$ cat src/rtl/core/frxc_pkg.sv
// Shared types and constants for the frame receiver with XOR block check.
// Used by frxc_front, frxc_back and frame_receiver_xor_check; depends on nothing.
`default_nettype none

package frxc_pkg;

  // Default size of one parameter bank, in bytes.
  localparam int unsigned FRXC_PARAM_BYTES = 256;

  // Input opcodes.
  localparam logic [1:0] OP_RX      = 2'd0;
  localparam logic [1:0] OP_READ    = 2'd1;
  localparam logic [1:0] OP_RELEASE = 2'd2;

  // Reply codes.
  localparam logic [1:0] REPLY_NONE = 2'd0;
  localparam logic [1:0] REPLY_ACK  = 2'd1;
  localparam logic [1:0] REPLY_NAK  = 2'd2;

  // One input beat.
  typedef struct packed {
    logic [1:0] opcode;
    logic [7:0] rx_byte;
    logic [7:0] read_index;
  } frxc_in_t;

  // One result beat.
  typedef struct packed {
    logic [1:0]  reply;
    logic        frame_waiting;
    logic [7:0]  frame_dest;
    logic [7:0]  frame_source;
    logic [15:0] frame_sequence;
    logic [7:0]  frame_command;
    logic [7:0]  frame_param_count;
    logic [7:0]  param_data;
  } frxc_out_t;

  // Classified command as it sits in the queue between front and back.
  typedef struct packed {
    logic       is_rx;
    logic       is_read;
    logic       is_release;
    logic [7:0] rx_byte;
    logic [7:0] read_index;
  } frxc_cmd_t;

endpackage

`default_nettype wire

$ cat src/rtl/core/frxc_front.sv
// Front end: accepts input beats, decodes the opcode and queues the command.
// Depends on frxc_pkg.
`default_nettype none

module frxc_front import frxc_pkg::*; (
  input  wire logic      clk,
  input  wire logic      rst_n,
  input  wire logic      in_valid,
  output logic           in_stall,
  input  wire frxc_in_t  in_data,
  output logic           cmd_valid,
  output frxc_cmd_t      cmd,
  input  wire logic      cmd_pop
);

  frxc_cmd_t  q_r [2];
  logic       wr_ptr_r;
  logic       rd_ptr_r;
  logic [1:0] count_r;
  logic [1:0] count_nxt;
  logic       push;
  frxc_cmd_t  dec;

  // The queue is full at two entries; the stall comes straight from a register.
  assign in_stall  = (count_r == 2'd2);
  assign push      = in_valid && !in_stall;
  assign cmd_valid = (count_r != 2'd0);
  assign cmd       = q_r[rd_ptr_r];

  // Decode the opcode into one flag per action; the unused code sets none.
  always_comb begin
    dec            = '0;
    dec.rx_byte    = in_data.rx_byte;
    dec.read_index = in_data.read_index;
    unique case (in_data.opcode)
      OP_RX:      dec.is_rx      = 1'b1;
      OP_READ:    dec.is_read    = 1'b1;
      OP_RELEASE: dec.is_release = 1'b1;
      default:    ;
    endcase
  end

  // Occupancy follows push and pop together.
  always_comb begin
    count_nxt = count_r;
    if (push && !cmd_pop) begin
      count_nxt = count_r + 2'd1;
    end else if (!push && cmd_pop) begin
      count_nxt = count_r - 2'd1;
    end
  end

  // Pointers and count.
  always_ff @(posedge clk) begin
    if (!rst_n) begin
      wr_ptr_r <= 1'b0;
      rd_ptr_r <= 1'b0;
      count_r  <= 2'd0;
    end else begin
      count_r <= count_nxt;
      if (push) begin
        wr_ptr_r <= !wr_ptr_r;
      end
      if (cmd_pop) begin
        rd_ptr_r <= !rd_ptr_r;
      end
    end
  end

  // Queue storage.
  always_ff @(posedge clk) begin
    if (push) begin
      q_r[wr_ptr_r] <= dec;
    end
  end

endmodule

`default_nettype wire

$ cat config.mk
export PLATFORM = sky130hd
export DESIGN_NAME = frxc_front
export DESIGN_NICKNAME = d
export VERILOG_FILES = /design/src/rtl/core/frxc_pkg.sv /design/src/rtl/core/frxc_front.sv
export SDC_FILE = /design/constraint.sdc
export NUM_CORES = 1
export LEC_CHECK = 0
export ABC_AREA = 1
export BUFFER_PORTS_ARGS = -buffer_cell sky130_fd_sc_hd__buf_4
export CORE_ASPECT_RATIO = 0.7
export CORE_UTILIZATION = 49
export CTS_BUF_LIST = sky130_fd_sc_hd__clkbuf_8
export DETAILED_ROUTE_END_ITERATION = 10
export GPL_ROUTABILITY_DRIVEN = 0
export PLACE_DENSITY = 0.89
export SETUP_SLACK_MARGIN = 0.5
export SLEW_MARGIN = 20
export SYNTH_ARGS = -nofsm -noshare
export SYNTH_HDL_FRONTEND = slang
export SYNTH_SLANG_ARGS = --single-unit
$ cat constraint.sdc
create_clock -name clk -period 1.7 [get_ports clk]
set_input_delay 0.085 -clock clk [delete_from_list [all_inputs] [get_ports clk]]
set_output_delay 0.085 -clock clk [all_outputs]
set_load 0.1 [all_outputs]
==> results.tsv, run 1 <==
metric	value	unit
ir_drop	0.769	mV
grt_use_total	0.203	
hold_path_class	in2reg	
tns	0	ns
grt_pass1_wl	5.35	mm
path_class	reg2out	
synth.avg_cell_area	16.8	um^2
syn-num-nets	123	
max_freq	710	MHz
drtPass1Iterations	4	
r2r-start	count_r[1]	
port-buffer-count	42	
antenna_found_initial	0	
power.share.clock	0.181	
grt_pass1_vias	1144	
h-tree-depth	2	
yosysUniqueCellTypes	15	
cts_max_path_buffers	2	
pwr-share-seq	0.411	
syn2layout_area_growth	71.2	%
die_w	72.0	um
drc	0	
layout_commonest_cell	edfxtp_1	
regToRegSetupSlack	0.29	ns
ys_seq_area_frac	0.739	
core	3210	um^2
drtIter0Drc	90	
combPwrFrac	0.408	
endpoint	cmd[0]	
outcome	finished, final reports clean	
switchingPower	1.10	mW
startpoint_type	flop	
wl_per_cell	19.1	um
diodes	0	
num_rows	17	
syn_inst	100	
routed_wl	4.35	mm
fp.dieH	51.0	um
pin_count	43	
grt.overflow.total	0	
path_clk_slew	0.07	ns
finalClockSkew	0.00405	ns
ant_nets	0	
p_leak	1.18	nW
period_share	0.829	
cts.sinks	43	
setup_viol	0	
power.density	1100	nW/um^2
vias_per_cell	5.10	
drive_gt1_frac	0.544	
nNetsFinal	204	
synth_top_family_by_area	multiplexers	
hpwlAfterDp	1.92	mm
period_needed	1.41	ns
fp.dieArea	3670	um^2
clock_latency	0.29	ns
synthSimpleGateAreaFrac	0.0491	
synth_warnings	0	
synthMuxAreaShare	0.150	
fin_ws	0.291	ns
reg2reg_to	count_r[1]	
rsz0062_at_grt	true	
worstPathArrival	1.32	ns
grt_max_degree	20	
finalHoldViolations	0	
cts_tree	done	
yosys_register_bits	43	
synthXorXnorAreaFrac	0	
synth_area	1680	um^2
timing.final.max_slew_violations	0	
pre_cts_ws	0.319	ns
layout_common_cells	edfxtp_1 (38), buf_4 (23), mux2_4 (19), buf_12 (19), dlygate4sd3_1 (16)	
critPathRequiredTime	1.62	ns
maxCapViolCount	0	
num_vias	1158	
power.internal	2.06	mW
relSlewSlack	0.818	
root_buffer	clkbuf_8	
start_util	0.523	
synth-compound-area-share	0.0141	
tightest_slew	0.270	ns
ff2ff_path_depth	9	
path_max_fanout	8	
end_kind	output pin	
p_sw_frac	0.348	
cts_buffers	5	
synth_fa_ha_area_frac	0.00745	
-- worst max-delay path, stage by stage (launching register included) --
cell     delay [ns]
dfxtp_4        0.38
buf_12         0.15
mux2_4         0.34
buf_12         0.17
-- cell type report --
type                       instances  area (um^2)
tap                               47         58.8
fill                             120          335
inverter                          10         42.5
clock inverter                     1         3.75
sequential                        43         1250
multi-input combinational         45          458
clock buffer                       5         68.8
timing repair buffer              76          995
-- flip-flops by register name, summed over array words and instances (netlist names), named ones only --
name      count
count_r       2
q_r          38
rd_ptr_r      1
wr_ptr_r      1
-- stage by stage --
step,power [mW],area (um^2),std cells,utilization,hold slack (ns)
2_1_floorplan,1.97,1700,100,-,0.184
3_3_place_gp,2.12,2070,191,0.646,0.270
3_5_place_dp,2.15,2070,191,0.646,0.273
4_1_cts,3.02,2730,220,0.848,0.0428
5_1_grt,3.26,2880,227,0.896,0.0483
6_report,3.16,2880,227,0.896,0.0632
-- cell families after synthesis --
group,after synthesis
muxes,19
adders and majority gates,1
AOI/OAI and AO/OA,4
buffers and inverters,12
DFF,43
and+or+nand+nor,21
-- synth_stat cells --
master	number	area (um^2)
buf_12	1	20.0
mux2_2	9	101
ha_1	1	12.5
mux2_4	10	150
edfxtp_1	38	1140
nand4_1	1	6.26
nand2_1	7	26.3
inv_1	10	37.5
nor2_1	12	45.0
a21oi_1	1	5.00
buf_6	1	11.3
o21ai_0	2	10.0
o21ai_2	1	8.76
dfxtp_1	5	100
nand3_1	1	5.00
-- what timing repair did --
action                                 4_1_cts  5_1_grt
gates cloned                                 3        3
hold buffers                                16        0
resized for setup                           88       15
endpoints found under the hold margin       32        0
pin swaps                                    8        7
setup endpoints to repair                   60       61
buffers inserted                             4        4
-- how the worst min path moves through the flow --
stage                     start         end  slack (ns)  cells after the start
floorplan            in_data[0]   q_r[0][0]        0.18                      0
global placement    in_data[11]  q_r[1][11]        0.27                      1
detailed placement   in_data[0]   q_r[1][0]        0.27                      1
CTS                       rst_n  count_r[1]        0.04                      3
global route              rst_n  count_r[0]        0.05                      3
finish                    rst_n  count_r[0]        0.06                      3
-- power by group through the flow --
stage / sequential, mW / clock (mW) / combinational [mW]
final: 1.30 / 0.573 / 1.29
after global routing: 1.31 / 0.626 / 1.33
after CTS: 1.29 / 0.578 / 1.15
after detailed placement: 1.30 / 0 / 0.843
after global placement: 1.30 / 0 / 0.824
after floorplan: 1.30 / 0 / 0.673
-- routing by layer --
| metal | track usage | part of all wire | vias to the layer above |
|---|---|---|---|
| met5 | 0 | 0 | - |
| met4 | 0.0784 | 0.049 | 0 |
| met3 | 0.0552 | 0.069 | 17 |
| met1 | 0.244 | 0.39 | 547 |
| li1 | - | - | 521 |
| met2 | 0.352 | 0.50 | 73 |
Note: power is estimated with default switching activity, not from simulation.
==> run 2: changes to the inputs <==
- CORE_UTILIZATION: 49 -> 54
- PLACE_DENSITY: 0.89 -> 0.92
- clock period: 1.7 -> 1.3 ns (I/O delays scaled with it)
==> results.tsv, run 2 <==
metric	value	unit	change
outcome	aborted with a tool error		was finished, final reports clean
stop_stage	clock tree synthesis		
tool.error	[ERROR DPL-0033] detailed placement checks failed during check placement.		
synth.avg_cell_area	16.8	um^2	unchanged
h-tree-depth	2		unchanged
port-buffer-count	42		unchanged
yosysUniqueCellTypes	15		unchanged
post_cts_buffers	11		was 4
syn-num-nets	123		unchanged
pin_count	43		unchanged
ys_seq_area_frac	0.739		unchanged
yosysMostFrequentCell	edfxtp_1		unchanged
root_buffer	clkbuf_8		unchanged
cts_buffers	5		unchanged
synthTopCellsByArea	edfxtp_1 (68%), mux2_4 (8.9%), mux2_2 (6.0%), dfxtp_1 (6.0%), nor2_1 (2.7%)		unchanged
fp.dieH	48.7	um	was 51.0 um
yosys_register_bits	43		unchanged
synth_area_leader_cell	edfxtp_1		unchanged
hpwlAfterDp	2.13	mm	was 1.92 mm
postCtsHoldBufs	16		unchanged
synth_warnings	0		unchanged
num_rows	16		was 17
syn_inst	100		unchanged
synth_area	1680	um^2	unchanged
post_cts_resized	67		was 88
synth_top_area_share	0.679		unchanged
cts_max_path_buffers	2		unchanged
die_w	68.7	um	was 72.0 um
ys.flop_type	edfxtp_1		unchanged
start_util	0.583		was 0.523
synth_edf_count	38		unchanged
netlist_top_cells_count	edfxtp_1 (38), nor2_1 (12), inv_1 (10), mux2_4 (10), mux2_2 (9)		unchanged
cts.sinks	43		unchanged
async_reset_ff_frac	0		unchanged
place_area	2160	um^2	was 2070 um^2
[run 2: cell counts after synthesis]
Identical to the previous run, type by type.
[run 2: metrics by stage]
| stage | util | hold WS (ns) | cells | setup WS [ns] |
|---|---|---|---|---|
| detailed placement | 0.748 | 0.253 | 180 | -0.0342 |
| floorplan | - | 0.164 | 100 | 0.0627 |
| global placement | 0.748 | 0.250 | 180 | 0.0372 |
[run 2: kinds of logic after synthesis]
| kind of cell | count (synthesis) | synth area share |
|---|---|---|
| AOI/OAI and AO/OA | 4 | 0.0141 |
| adders and majority gates | 1 | 0.00744 |
| buffers and inverters | 12 | 0.0410 |
| DFF | 43 | 0.739 |
| muxes | 19 | 0.150 |
| and+or+nand+nor | 21 | 0.0491 |
==> run 3: changes to the inputs <==
- CORE_ASPECT_RATIO: 0.7 -> default
- CORE_UTILIZATION: 54 -> 40
- CTS_BUF_LIST: sky130_fd_sc_hd__clkbuf_8 -> default
- PLACE_DENSITY: 0.92 -> default
- PLACE_DENSITY_LB_ADDON: default -> 0.15
- SETUP_SLACK_MARGIN: 0.5 -> default
==> results.tsv, run 3 (same netlist as run 1, synthesis figures left out) <==
metric	value	unit	change
path_class	reg2out		
switchingPower	1.39	mW	
hp-start	cmd_pop		
ir_drop	0.993	mV	
power.density	1460	nW/um^2	
ff2ff_path_depth	9		
final_area	2730	um^2	
layout_commonest_cell	edfxtp_1		
crit_path_max_incr_delay	0.41	ns	
hpwlAfterDp	1.91	mm	was 2.13 mm
vias_per_cell	4.61		
holdPathEnd	rd_ptr_r		
outcome	complete, but fails checks		was aborted with a tool error
maxCapViolCount	0		
routed_wl	3.31	mm	
hold_path_class	in2reg		
ant_nets	0		
cts.sinks	43		unchanged
r2r-start	count_r[1]		
fp.dieArea	4460	um^2	
core	4030	um^2	
start_util	0.417		was 0.583
end_kind	output pin		
fp.dieH	66.8	um	was 48.7 um
register_area	1250	um^2	
wl_per_cell	14.9	um	
path_clk_slew	0.08	ns	
largest_reg_flops	38		
port-buffer-count	42		unchanged
finalHoldViolations	0		
grt_max_degree	20		
clock_latency	0.29	ns	
drtIter0Drc	55		
num_vias	1023		
h-tree-depth	2		unchanged
reg2reg_to	count_r[1]		
setup_viol	19		
timing.final.max_slew_violations	0		
violations	setup timing		
hold_ws	0.0344	ns	
nNetsFinal	194		
combPwrFrac	0.373		
cts_tree	done		
regToRegSetupSlack	0.02	ns	
path_max_fanout	5		
grt.overflow.total	0		
n_fill_cell	302		
startpoint_type	flop		
drtPass1Iterations	4		
p_leak	1.11	nW	
grt_pass1_wl	4.56	mm	
critical_path.cell_chain	clkbuf_16, mux2_4, buf_12		
period_needed	1.42	ns	
cts_buffers	5		unchanged
die_w	66.8	um	was 68.7 um
pwr-share-seq	0.425		
max_freq	704	MHz	
critPathRequiredTime	1.24	ns	
period_share	1.09		
reg_top3	q_r x38, count_r x2		
tightest_slew	0.277	ns	
fin_ws	-0.120	ns	
pin_count	43		unchanged
grt_pass1_vias	995		
drive_gt1_frac	0.506		
p_sw_frac	0.349		
finalClockSkew	0.00630	ns	
antenna_found_initial	0		
cts_max_path_buffers	2		unchanged
multi_input_area	442	um^2	
hold_depth	3		
num_rows	23		was 16
layout_common_cells	edfxtp_1 (38), buf_4 (25), buf_12 (22), mux2_4 (19), dlygate4sd3_1 (16)		
root_buffer	clkbuf_8		unchanged
grt_use_total	0.145		
power.internal	2.59	mW	
diodes	0		
power.share.clock	0.202		
drc	0		
relSlewSlack	0.817		
syn2layout_area_growth	62.2	%	
place_area	2100	um^2	was 2160 um^2
slowest_stage	dfxtp_4		
worstPathArrival	1.36	ns	
rsz0062_at_grt	true		
largest-register	q_r		
-- run 3: repair_timing --
item                       4_1_cts  5_1_grt
hold buffers                    16        0
pin swaps                        0        6
gates resized for setup         50       30
hold endpoints to repair        32        0
setup endpoints to repair       21       20
cloned                           1        1
buffers inserted                 0        2
-- run 3: worst max path at each step --
| stage | to | slack [ns] | depth (start not counted) |
|---|---|---|---|
| final | cmd[15] | -0.12 | 3 |
| after global placement | count_r[1] | 0.08 | 9 |
| after detailed placement | count_r[1] | -0.11 | 9 |
| after floorplan | in_stall | -0.40 | 2 |
| after CTS | cmd[15] | -0.14 | 3 |
| after global routing | cmd[15] | -0.16 | 3 |
-- run 3: per-stage QoR --
step | power (mW) | std cells | worst slack (ns) | util | TNS (ns)
2_1_floorplan | 2.57 | 100 | -0.397 | - | -2.35
3_3_place_gp | 2.80 | 194 | 0.0814 | 0.522 | 0
3_5_place_dp | 2.83 | 194 | -0.112 | 0.522 | -0.112
4_1_cts | 3.83 | 219 | -0.142 | 0.637 | -2.14
5_1_grt | 4.12 | 222 | -0.160 | 0.677 | -2.71
6_report | 3.98 | 222 | -0.120 | 0.677 | -1.91
-- run 3: critical path, delay by kind of cell (launching register included) --
| family | cells | cell delay [ns] |
|---|---|---|
| DFF | 1 | 0.41 |
| buffers and inverters | 2 | 0.34 |
| muxes | 1 | 0.32 |
-- run 3: layout make-up --
| class | instances | area share |
|---|---|---|
| Tap cell | 50 | 0.0229 |
| Clock buffer | 5 | 0.0252 |
| Inverter | 10 | 0.0147 |
| Multi-Input combinational cell | 45 | 0.162 |
| Clock inverter | 3 | 0.00551 |
| Sequential cell | 43 | 0.457 |
| Timing Repair Buffer | 66 | 0.313 |
-- run 3: power by group through the flow --
stage          clock (mW)  sequential (mW)  combinational (mW)
2_1_floorplan           0             1.69               0.873
3_3_place_gp            0             1.70                1.11
3_5_place_dp            0             1.71                1.13
4_1_cts             0.801             1.68                1.35
5_1_grt             0.884             1.70                1.54
6_report            0.804             1.69                1.48
-- run 3: layer usage --
metal | track usage | part of all wire | up-vias
met4 | 0.0559 | 0.0066 | 0
li1 | - | - | 498
met1 | 0.156 | 0.40 | 499
met5 | 0 | 0 | -
met2 | 0.263 | 0.55 | 24
met3 | 0.0428 | 0.036 | 2
