==> src/rtl/core/frxc_pkg.sv <==
// Shared types and constants for the frame receiver with XOR block check.
// Used by frxc_front, frxc_back and frame_receiver_xor_check; depends on nothing.
`default_nettype none

package frxc_pkg;

  // Default size of one parameter bank, in bytes.
  localparam int unsigned FRXC_PARAM_BYTES = 256;

  // Input opcodes.
  localparam logic [1:0] OP_RX      = 2'd0;
  localparam logic [1:0] OP_READ    = 2'd1;
  localparam logic [1:0] OP_RELEASE = 2'd2;

  // Reply codes.
  localparam logic [1:0] REPLY_NONE = 2'd0;
  localparam logic [1:0] REPLY_ACK  = 2'd1;
  localparam logic [1:0] REPLY_NAK  = 2'd2;

  // One input beat.
  typedef struct packed {
    logic [1:0] opcode;
    logic [7:0] rx_byte;
    logic [7:0] read_index;
  } frxc_in_t;

  // One result beat.
  typedef struct packed {
    logic [1:0]  reply;
    logic        frame_waiting;
    logic [7:0]  frame_dest;
    logic [7:0]  frame_source;
    logic [15:0] frame_sequence;
    logic [7:0]  frame_command;
    logic [7:0]  frame_param_count;
    logic [7:0]  param_data;
  } frxc_out_t;

  // Classified command as it sits in the queue between front and back.
  typedef struct packed {
    logic       is_rx;
    logic       is_read;
    logic       is_release;
    logic [7:0] rx_byte;
    logic [7:0] read_index;
  } frxc_cmd_t;

endpackage

`default_nettype wire

==> src/rtl/core/frxc_back.sv <==
// Back end: frame receive state machine, parameter store and result register.
// Depends on frxc_pkg.
`default_nettype none

module frxc_back import frxc_pkg::*; #(
  parameter int unsigned PARAM_BYTES = FRXC_PARAM_BYTES
) (
  input  wire logic      clk,
  input  wire logic      rst_n,
  input  wire logic      cfg_we,
  input  wire logic [7:0] cfg_data,
  input  wire logic      cmd_valid,
  input  wire frxc_cmd_t cmd,
  output logic           cmd_pop,
  output logic           out_valid,
  input  wire logic      out_stall,
  output frxc_out_t      out_data
);

  localparam int unsigned AW = $clog2(2 * PARAM_BYTES);
  localparam logic [8:0]    PB_LIMIT = 9'(PARAM_BYTES);
  localparam logic [AW-1:0] PB_BASE  = AW'(PARAM_BYTES);

  typedef enum logic [6:0] {
    PH_DEST  = 7'b0000001,
    PH_SRC   = 7'b0000010,
    PH_SEQL  = 7'b0000100,
    PH_SEQH  = 7'b0001000,
    PH_CMD   = 7'b0010000,
    PH_PARAM = 7'b0100000,
    PH_CHECK = 7'b1000000
  } frxc_phase_t;

  // Control state.
  frxc_phase_t phase_r, phase_nxt;
  logic        ignore_r, ignore_nxt;
  logic [7:0]  len_r, len_nxt;
  logic [7:0]  cnt_r, cnt_nxt;
  logic [7:0]  xor_r, xor_nxt;
  logic        holding_r, holding_nxt;
  logic        bank_r, bank_nxt;
  logic [7:0]  local_addr_r;
  logic        out_valid_r;

  // Header of the frame being received.
  logic [7:0] hdr_dest_r, hdr_src_r, hdr_seql_r, hdr_seqh_r, hdr_cmd_r;
  logic [7:0] hdr_dest_nxt, hdr_src_nxt, hdr_seql_nxt, hdr_seqh_nxt, hdr_cmd_nxt;

  // Header of the waiting frame.
  logic [7:0]  held_dest_r, held_src_r, held_cmd_r, held_cnt_r;
  logic [15:0] held_seq_r;
  logic [7:0]  held_dest_nxt, held_src_nxt, held_cmd_nxt, held_cnt_nxt;
  logic [15:0] held_seq_nxt;

  // Parameter store, two banks.
  logic [7:0]    param_mem [2 * PARAM_BYTES];
  logic [7:0]    rd_data_r;
  logic          rd_en;
  logic [AW-1:0] rd_addr;
  logic          wr_en;
  logic [AW-1:0] wr_addr;

  // Result register.
  frxc_out_t out_r;
  logic      rd_sel_r;
  logic [1:0] reply;

  logic       fire;
  logic [7:0] b;
  logic [7:0] len_eff;
  logic [7:0] cnt_inc;

  assign fire    = cmd_valid && (!out_valid_r || !out_stall);
  assign cmd_pop = fire;
  assign b       = cmd.rx_byte;
  assign cnt_inc = cnt_r + 8'd1;

  // The length byte is the first parameter byte; zero counts as one.
  always_comb begin
    if (cnt_r == 8'd0) begin
      len_eff = (b == 8'd0) ? 8'd1 : b;
    end else begin
      len_eff = len_r;
    end
  end

  // Store addresses: reception fills the bank that is not holding the waiting frame.
  assign wr_addr = bank_r ? AW'(cnt_r) : PB_BASE + AW'(cnt_r);
  assign rd_addr = bank_r ? PB_BASE + AW'(cmd.read_index) : AW'(cmd.read_index);

  // Next state for the command at the head of the queue.
  always_comb begin
    phase_nxt     = phase_r;
    ignore_nxt    = ignore_r;
    len_nxt       = len_r;
    cnt_nxt       = cnt_r;
    xor_nxt       = xor_r;
    holding_nxt   = holding_r;
    bank_nxt      = bank_r;
    hdr_dest_nxt  = hdr_dest_r;
    hdr_src_nxt   = hdr_src_r;
    hdr_seql_nxt  = hdr_seql_r;
    hdr_seqh_nxt  = hdr_seqh_r;
    hdr_cmd_nxt   = hdr_cmd_r;
    held_dest_nxt = held_dest_r;
    held_src_nxt  = held_src_r;
    held_seq_nxt  = held_seq_r;
    held_cmd_nxt  = held_cmd_r;
    held_cnt_nxt  = held_cnt_r;
    reply         = REPLY_NONE;
    wr_en         = 1'b0;
    rd_en         = 1'b0;
    if (fire) begin
      priority if (cmd.is_rx) begin
        xor_nxt = xor_r ^ b;
        unique case (phase_r)
          PH_DEST: begin
            ignore_nxt   = (b != local_addr_r) || holding_r;
            len_nxt      = 8'd0;
            cnt_nxt      = 8'd0;
            xor_nxt      = b;
            hdr_dest_nxt = b;
            phase_nxt    = PH_SRC;
          end
          PH_SRC: begin
            hdr_src_nxt = b;
            phase_nxt   = PH_SEQL;
          end
          PH_SEQL: begin
            hdr_seql_nxt = b;
            phase_nxt    = PH_SEQH;
          end
          PH_SEQH: begin
            hdr_seqh_nxt = b;
            phase_nxt    = PH_CMD;
          end
          PH_CMD: begin
            hdr_cmd_nxt = b;
            phase_nxt   = PH_PARAM;
          end
          PH_PARAM: begin
            len_nxt = len_eff;
            cnt_nxt = cnt_inc;
            wr_en   = ({1'b0, cnt_r} < PB_LIMIT);
            if (cnt_inc == len_eff) begin
              phase_nxt = PH_CHECK;
            end
          end
          PH_CHECK: begin
            if (!ignore_r) begin
              if ((xor_r == b) && !holding_r) begin
                reply         = REPLY_ACK;
                holding_nxt   = 1'b1;
                bank_nxt      = !bank_r;
                held_dest_nxt = hdr_dest_r;
                held_src_nxt  = hdr_src_r;
                held_seq_nxt  = {hdr_seqh_r, hdr_seql_r};
                held_cmd_nxt  = hdr_cmd_r;
                held_cnt_nxt  = len_r;
              end else begin
                reply = REPLY_NAK;
              end
            end
            phase_nxt = PH_DEST;
          end
          default: phase_nxt = PH_DEST;
        endcase
      end else if (cmd.is_read) begin
        rd_en = holding_r && (cmd.read_index < held_cnt_r) &&
                ({1'b0, cmd.read_index} < PB_LIMIT);
      end else if (cmd.is_release) begin
        holding_nxt = 1'b0;
      end else begin
        reply = REPLY_NONE;
      end
    end
  end

  // Control registers.
  always_ff @(posedge clk) begin
    if (!rst_n) begin
      phase_r      <= PH_DEST;
      ignore_r     <= 1'b0;
      len_r        <= 8'd0;
      cnt_r        <= 8'd0;
      xor_r        <= 8'd0;
      holding_r    <= 1'b0;
      bank_r       <= 1'b0;
      local_addr_r <= 8'd0;
      out_valid_r  <= 1'b0;
    end else begin
      phase_r   <= phase_nxt;
      ignore_r  <= ignore_nxt;
      len_r     <= len_nxt;
      cnt_r     <= cnt_nxt;
      xor_r     <= xor_nxt;
      holding_r <= holding_nxt;
      bank_r    <= bank_nxt;
      if (cfg_we) begin
        local_addr_r <= cfg_data;
      end
      if (fire) begin
        out_valid_r <= 1'b1;
      end else if (!out_stall) begin
        out_valid_r <= 1'b0;
      end
    end
  end

  // Header registers and the result register.
  always_ff @(posedge clk) begin
    hdr_dest_r  <= hdr_dest_nxt;
    hdr_src_r   <= hdr_src_nxt;
    hdr_seql_r  <= hdr_seql_nxt;
    hdr_seqh_r  <= hdr_seqh_nxt;
    hdr_cmd_r   <= hdr_cmd_nxt;
    held_dest_r <= held_dest_nxt;
    held_src_r  <= held_src_nxt;
    held_seq_r  <= held_seq_nxt;
    held_cmd_r  <= held_cmd_nxt;
    held_cnt_r  <= held_cnt_nxt;
    if (fire) begin
      out_r.reply         <= reply;
      out_r.frame_waiting <= holding_nxt;
      out_r.param_data    <= 8'd0;
      rd_sel_r            <= rd_en;
      if (holding_nxt) begin
        out_r.frame_dest        <= held_dest_nxt;
        out_r.frame_source      <= held_src_nxt;
        out_r.frame_sequence    <= held_seq_nxt;
        out_r.frame_command     <= held_cmd_nxt;
        out_r.frame_param_count <= held_cnt_nxt;
      end else begin
        out_r.frame_dest        <= 8'd0;
        out_r.frame_source      <= 8'd0;
        out_r.frame_sequence    <= 16'd0;
        out_r.frame_command     <= 8'd0;
        out_r.frame_param_count <= 8'd0;
      end
    end
  end

  // Parameter store: one write and one registered read per cycle.
  always_ff @(posedge clk) begin
    if (wr_en) begin
      param_mem[wr_addr] <= b;
    end
    if (rd_en) begin
      rd_data_r <= param_mem[rd_addr];
    end
  end

  // The read data joins the result register on the way out.
  always_comb begin
    out_data            = out_r;
    out_data.param_data = rd_sel_r ? rd_data_r : 8'd0;
  end

  assign out_valid = out_valid_r;

endmodule

`default_nettype wire
==> config.mk <==
export PLATFORM = sky130hd
export DESIGN_NAME = frxc_back
export DESIGN_NICKNAME = d
export VERILOG_FILES = /design/src/rtl/core/frxc_pkg.sv /design/src/rtl/core/frxc_back.sv
export SDC_FILE = /design/constraint.sdc
export NUM_CORES = 2
export LEC_CHECK = 0
export ABC_CLOCK_PERIOD_IN_PS = 7100
export BUFFER_PORTS_ARGS = -buffer_cell sky130_fd_sc_hd__buf_2
export CAP_MARGIN = 0
export CORE_MARGIN = 4
export CORE_UTILIZATION = 40
export CTS_CLUSTER_SIZE = 12
export DETAILED_ROUTE_END_ITERATION = 10
export PLACE_DENSITY_LB_ADDON = 0.1
export RECOVER_POWER = 50
export SYNTH_ARGS = -nofsm -noshare
export SYNTH_HDL_FRONTEND = slang
export SYNTH_SLANG_ARGS = --single-unit
==> constraint.sdc <==
create_clock -name clk -period 7.1 [get_ports clk]
set_clock_uncertainty 0.1 [all_clocks]
set_input_delay 0.71 -clock clk [delete_from_list [all_inputs] [get_ports clk]]
set_output_delay 0.71 -clock clk [all_outputs]
set_load 0.02 [all_outputs]
==> impl_metrics.py <==
metrics = {
    "worst_setup_path": {
        "cpPeakStageDelay_ps": 2540,
        "cp_slowest_cell": "clkbuf_1",
        "path_cells": "clkbuf_1 > buf_4 > clkbuf_4",
        "critPathBufInv": 3,
        "critical_path_class": "in2reg",
        "crit_family": "buffers and inverters",
        "reg2regPathDepth": 3,
        "required_ps": 7470,
        "worstReg2RegEnd": "param_mem[53][5]$_DFFE_PP_",
        "worst-endpoint-arrival_ps": 6100,
        "crit_path_start_kind": "input pin",
        "critPathMaxFanout": 136,
        "r2r-start": "cnt_r[4]$_SDFFE_PN0P_",
        "r2r_slack_ps": 1800,
        "cp-end-kind": "register",
    },
    "synthesis": {
        "yosys.area.top_type": "edfxtp_1",
        "synth_mux_area_frac": 0.138,
        "yosys_warnings": 0,
        "syn_nets": 8730,
        "synth.area.top_cells": "edfxtp_1 75%, mux4_2 8.8%, mux2i_1 4.9%, o221ai_1 1.9%, nor2_1 1.3%",
        "yosysUniqueCellTypes": 68,
        "synth_xor_area_frac": 0.00162,
        "avgSynthCellArea_um2": 19.2,
        "synthFlopType": "edfxtp_1",
        "yosys.area_share.simple": 0.0307,
        "synth_compound_area_frac": 0.0463,
        "yosys.area.top_type_share": 0.754,
        "ys_top_cells_by_count": "4196 x edfxtp_1, 823 x mux2i_1, 655 x mux4_2",
        "synth_adder_area_share": 0.000824,
        "syn_inst": 8687,
        "yosysMostFrequentCell": "edfxtp_1",
        "async_reset_ff_frac": 0,
        "synth_edf_count": 4196,
        "ys_ff_latch": 4287,
        "syn_area_um2": 167000,
        "synth_top_family_by_area": "multiplexers",
        "yosysSeqAreaShare": 0.765,
    },
    "run_status": {
        "violations": "max-capacitance violations, max-slew violations",
        "status": "finished, violations left",
    },
    "clock_network": {
        "clock_path_buffers": 4,
        "numCtsBuffers": 451,
        "cts_max_level": 5,
        "worstSkewPairLatency_ps": 970,
        "cts_tree": "done",
        "cts-resized-gates": 0,
        "cts.sinks": 4287,
        "postCtsSetupBuffers": 0,
        "cts_root_buffer": "clkbuf_16",
        "path_clk_slew_ps": 60,
    },
    "floorplan": {
        "floorplan.core_area_um2": 416000,
        "num_rows": 237,
        "die_y_um": 654,
        "pin_count": 93,
        "initial_core_util": 0.401,
        "dieWidth_um": 654,
        "die_area_um2": 428000,
    },
    "placement": {
        "dp.cells": 13941,
        "portBuffers": 92,
        "hpwl_um": 294000,
        "placed_area_um2": 174000,
        "gp_congestion": 0.864,
    },
    "timing": {
        "worstMarginPinSlew_ps": 4450,
        "period_minus_slack_ps": 5740,
        "hold_viol": 0,
        "slew_viol_final": 2334,
        "timing.hold.ws_ps": 104,
        "setup_viol": 0,
        "post-route-period-util": 0.808,
        "rsz0062_at_grt": "false",
        "fmax_mhz": 174,
        "slew_headroom": -1.97,
        "fin_setup_tns_ps": 0,
    },
    "power": {
        "pwr-share-comb": 0.046,
        "p_int_mw": 41.4,
        "switchingPower_mw": 11.3,
        "vdd_drop_max_v": 0.000213,
        "clockPowerShare": 0.425,
        "leakagePower_nw": 59.0,
        "seqPwrFrac": 0.528,
        "p_per_area_nw_per_um2": 281,
        "total_power_mw": 52.7,
        "p_sw_frac": 0.215,
    },
    "min_path": {
        "min_path_type": "in2reg",
        "hold_path_depth": 3,
        "min_to": "local_addr_r[6]$_SDFFE_PN0P_",
        "min_from": "cfg_we",
    },
    "route": {
        "drc": 0,
        "wl_um": 482000,
        "drt_iter0_markers": 8532,
        "ant_nets": 0,
        "vias_per_cell": 5.83,
        "first_pass_iters": 6,
        "wl_per_cell_um": 32.6,
        "via_count": 86016,
    },
    "global_routing": {
        "antenna_found_initial": 30,
        "gr-total-overflow": 0,
        "grt_pass1_vias": 86657,
        "grt_usage": 0.221,
        "grt_max_degree": 175,
        "grt_first_pass_wirelength_um": 677000,
    },
    "cells_and_area": {
        "drive_gt1_frac": 0.162,
        "area_growth_pct": 12.3,
        "nNetsFinal": 8953,
        "design_area_um2": 188000,
        "finalNonFillerCells": 14765,
    },
    "job": {
        "drv_cap": 39,
    },
}
[worst max-delay path by stage]
stage | startpoint | end | slack (ps) | cells after the start
6_report | cmd[9] | param_mem[423][1]$_DFFE_PP_ | 1360 | 3
5_1_grt | cmd[9] | param_mem[423][1]$_DFFE_PP_ | 1190 | 3
4_1_cts | phase_r[3]$_SDFFE_PN0P_ | param_mem[161][1]$_DFFE_PP_ | 2410 | 8
3_5_place_dp | cmd[0] | rd_data_r[6]$_DFFE_PP_ | 1650 | 10
3_3_place_gp | cmd[0] | rd_data_r[6]$_DFFE_PP_ | 1200 | 10
2_1_floorplan | out_stall | hdr_seql_r[0]$_DFFE_PP_ | 3160 | 7
[layer usage]
layer | track usage | routed length (µm) | part of all wire
met1 | 0.313 | 207000 | 0.43
met2 | 0.358 | 230000 | 0.48
met3 | 0.0330 | 29500 | 0.061
met4 | 0.0613 | 15200 | 0.031
met5 | 0 | 17 | 0.000035
[through the flow]
stage | setup slack (ps) | utilization
after detailed placement | 1650 | 0.418
after global routing | 1190 | 0.451
after floorplan | 3160 | -
after global placement | 1200 | 0.418
final | 1360 | 0.451
after CTS | 2410 | 0.452
[power by group through the flow]
stage	Clock, mW	Sequential, mW	Combinational (mW)
after detailed placement	0	28.3	2.49
after CTS	22.9	27.8	2.50
after global routing	24.0	27.8	2.58
final	22.4	27.8	2.44
after global placement	0	28.3	2.46
after floorplan	0	28.4	1.26
[repair_timing]
item,4_1_cts,5_1_grt
hold endpoints to repair,26,0
hold buffers,13,0
endpoints found under the setup margin,0,0
[cells in the final DEF, fill, tap and decap left out, types with 10 or more instances in the layout]
| master | n |
|---|---|
| mux2i_1 | 823 |
| buf_2 | 21 |
| mux4_2 | 655 |
| and2_1 | 25 |
| a21o_1 | 11 |
| xor2_1 | 18 |
| ha_1 | 11 |
| a211oi_1 | 43 |
| nand2_4 | 12 |
| clkbuf_16 | 459 |
| edfxtp_1 | 4196 |
| clkinv_2 | 57 |
| nand2_1 | 240 |
| nor2b_1 | 49 |
| clkbuf_1 | 235 |
| inv_1 | 10 |
| o21ai_0 | 137 |
| buf_12 | 34 |
| nor4_1 | 18 |
| dlygate4sd3_1 | 13 |
| nand4_1 | 53 |
| clkinv_1 | 95 |
| dfxtp_1 | 90 |
| buf_4 | 137 |
| a21oi_1 | 274 |
| o22ai_1 | 181 |
| o21ai_1 | 33 |
| bufinv_16 | 26 |
| nand3_1 | 28 |
| xnor2_1 | 13 |
| nor3_1 | 71 |
| o221ai_1 | 367 |
| clkbuf_2 | 16 |
| nor2_1 | 592 |
| a22oi_1 | 43 |
[area by class of cell]
class	instances	area (µm²)
Multi-Input combinational cell	3835	36600
Clock buffer	604	12100
Inverter	13	56.3
Tap cell	5497	6880
Fill cell	35516	229000
Timing Repair Buffer	322	2460
Sequential cell	4287	128000
Clock inverter	198	1730
Antenna cell	9	22.5
[worst min-delay path, stage by stage]
cell	delay (ps)
buf_2	180
mux2i_1	160
nor2b_1	60
[state kept, by name (all words and copies together) (netlist names)]
name and flops:
bank_r 1, cnt_r 8, hdr_cmd_r 8, hdr_dest_r 8
hdr_seqh_r 8, hdr_seql_r 8, hdr_src_r 8, held_cmd_r 8
held_cnt_r 8, held_dest_r 8, held_seq_r 16, held_src_r 8
holding_r 1, ignore_r 1, len_r 8, local_addr_r 8
out_data 51, out_valid 1, param_mem 4096, phase_r 7
rd_data_r 8, rd_sel_r 1, xor_r 8
[cells by family after synthesis]
kind of cell,Yosys count
adder cells (fa/ha/maj),11
multiplexers,1483
AO/OA/AOI/OAI,1141
flip-flops,4287
buffers and inverters,565
XOR/XNOR,31
AND/OR/NAND/NOR,1169
Power figures use the tool's default switching activity.
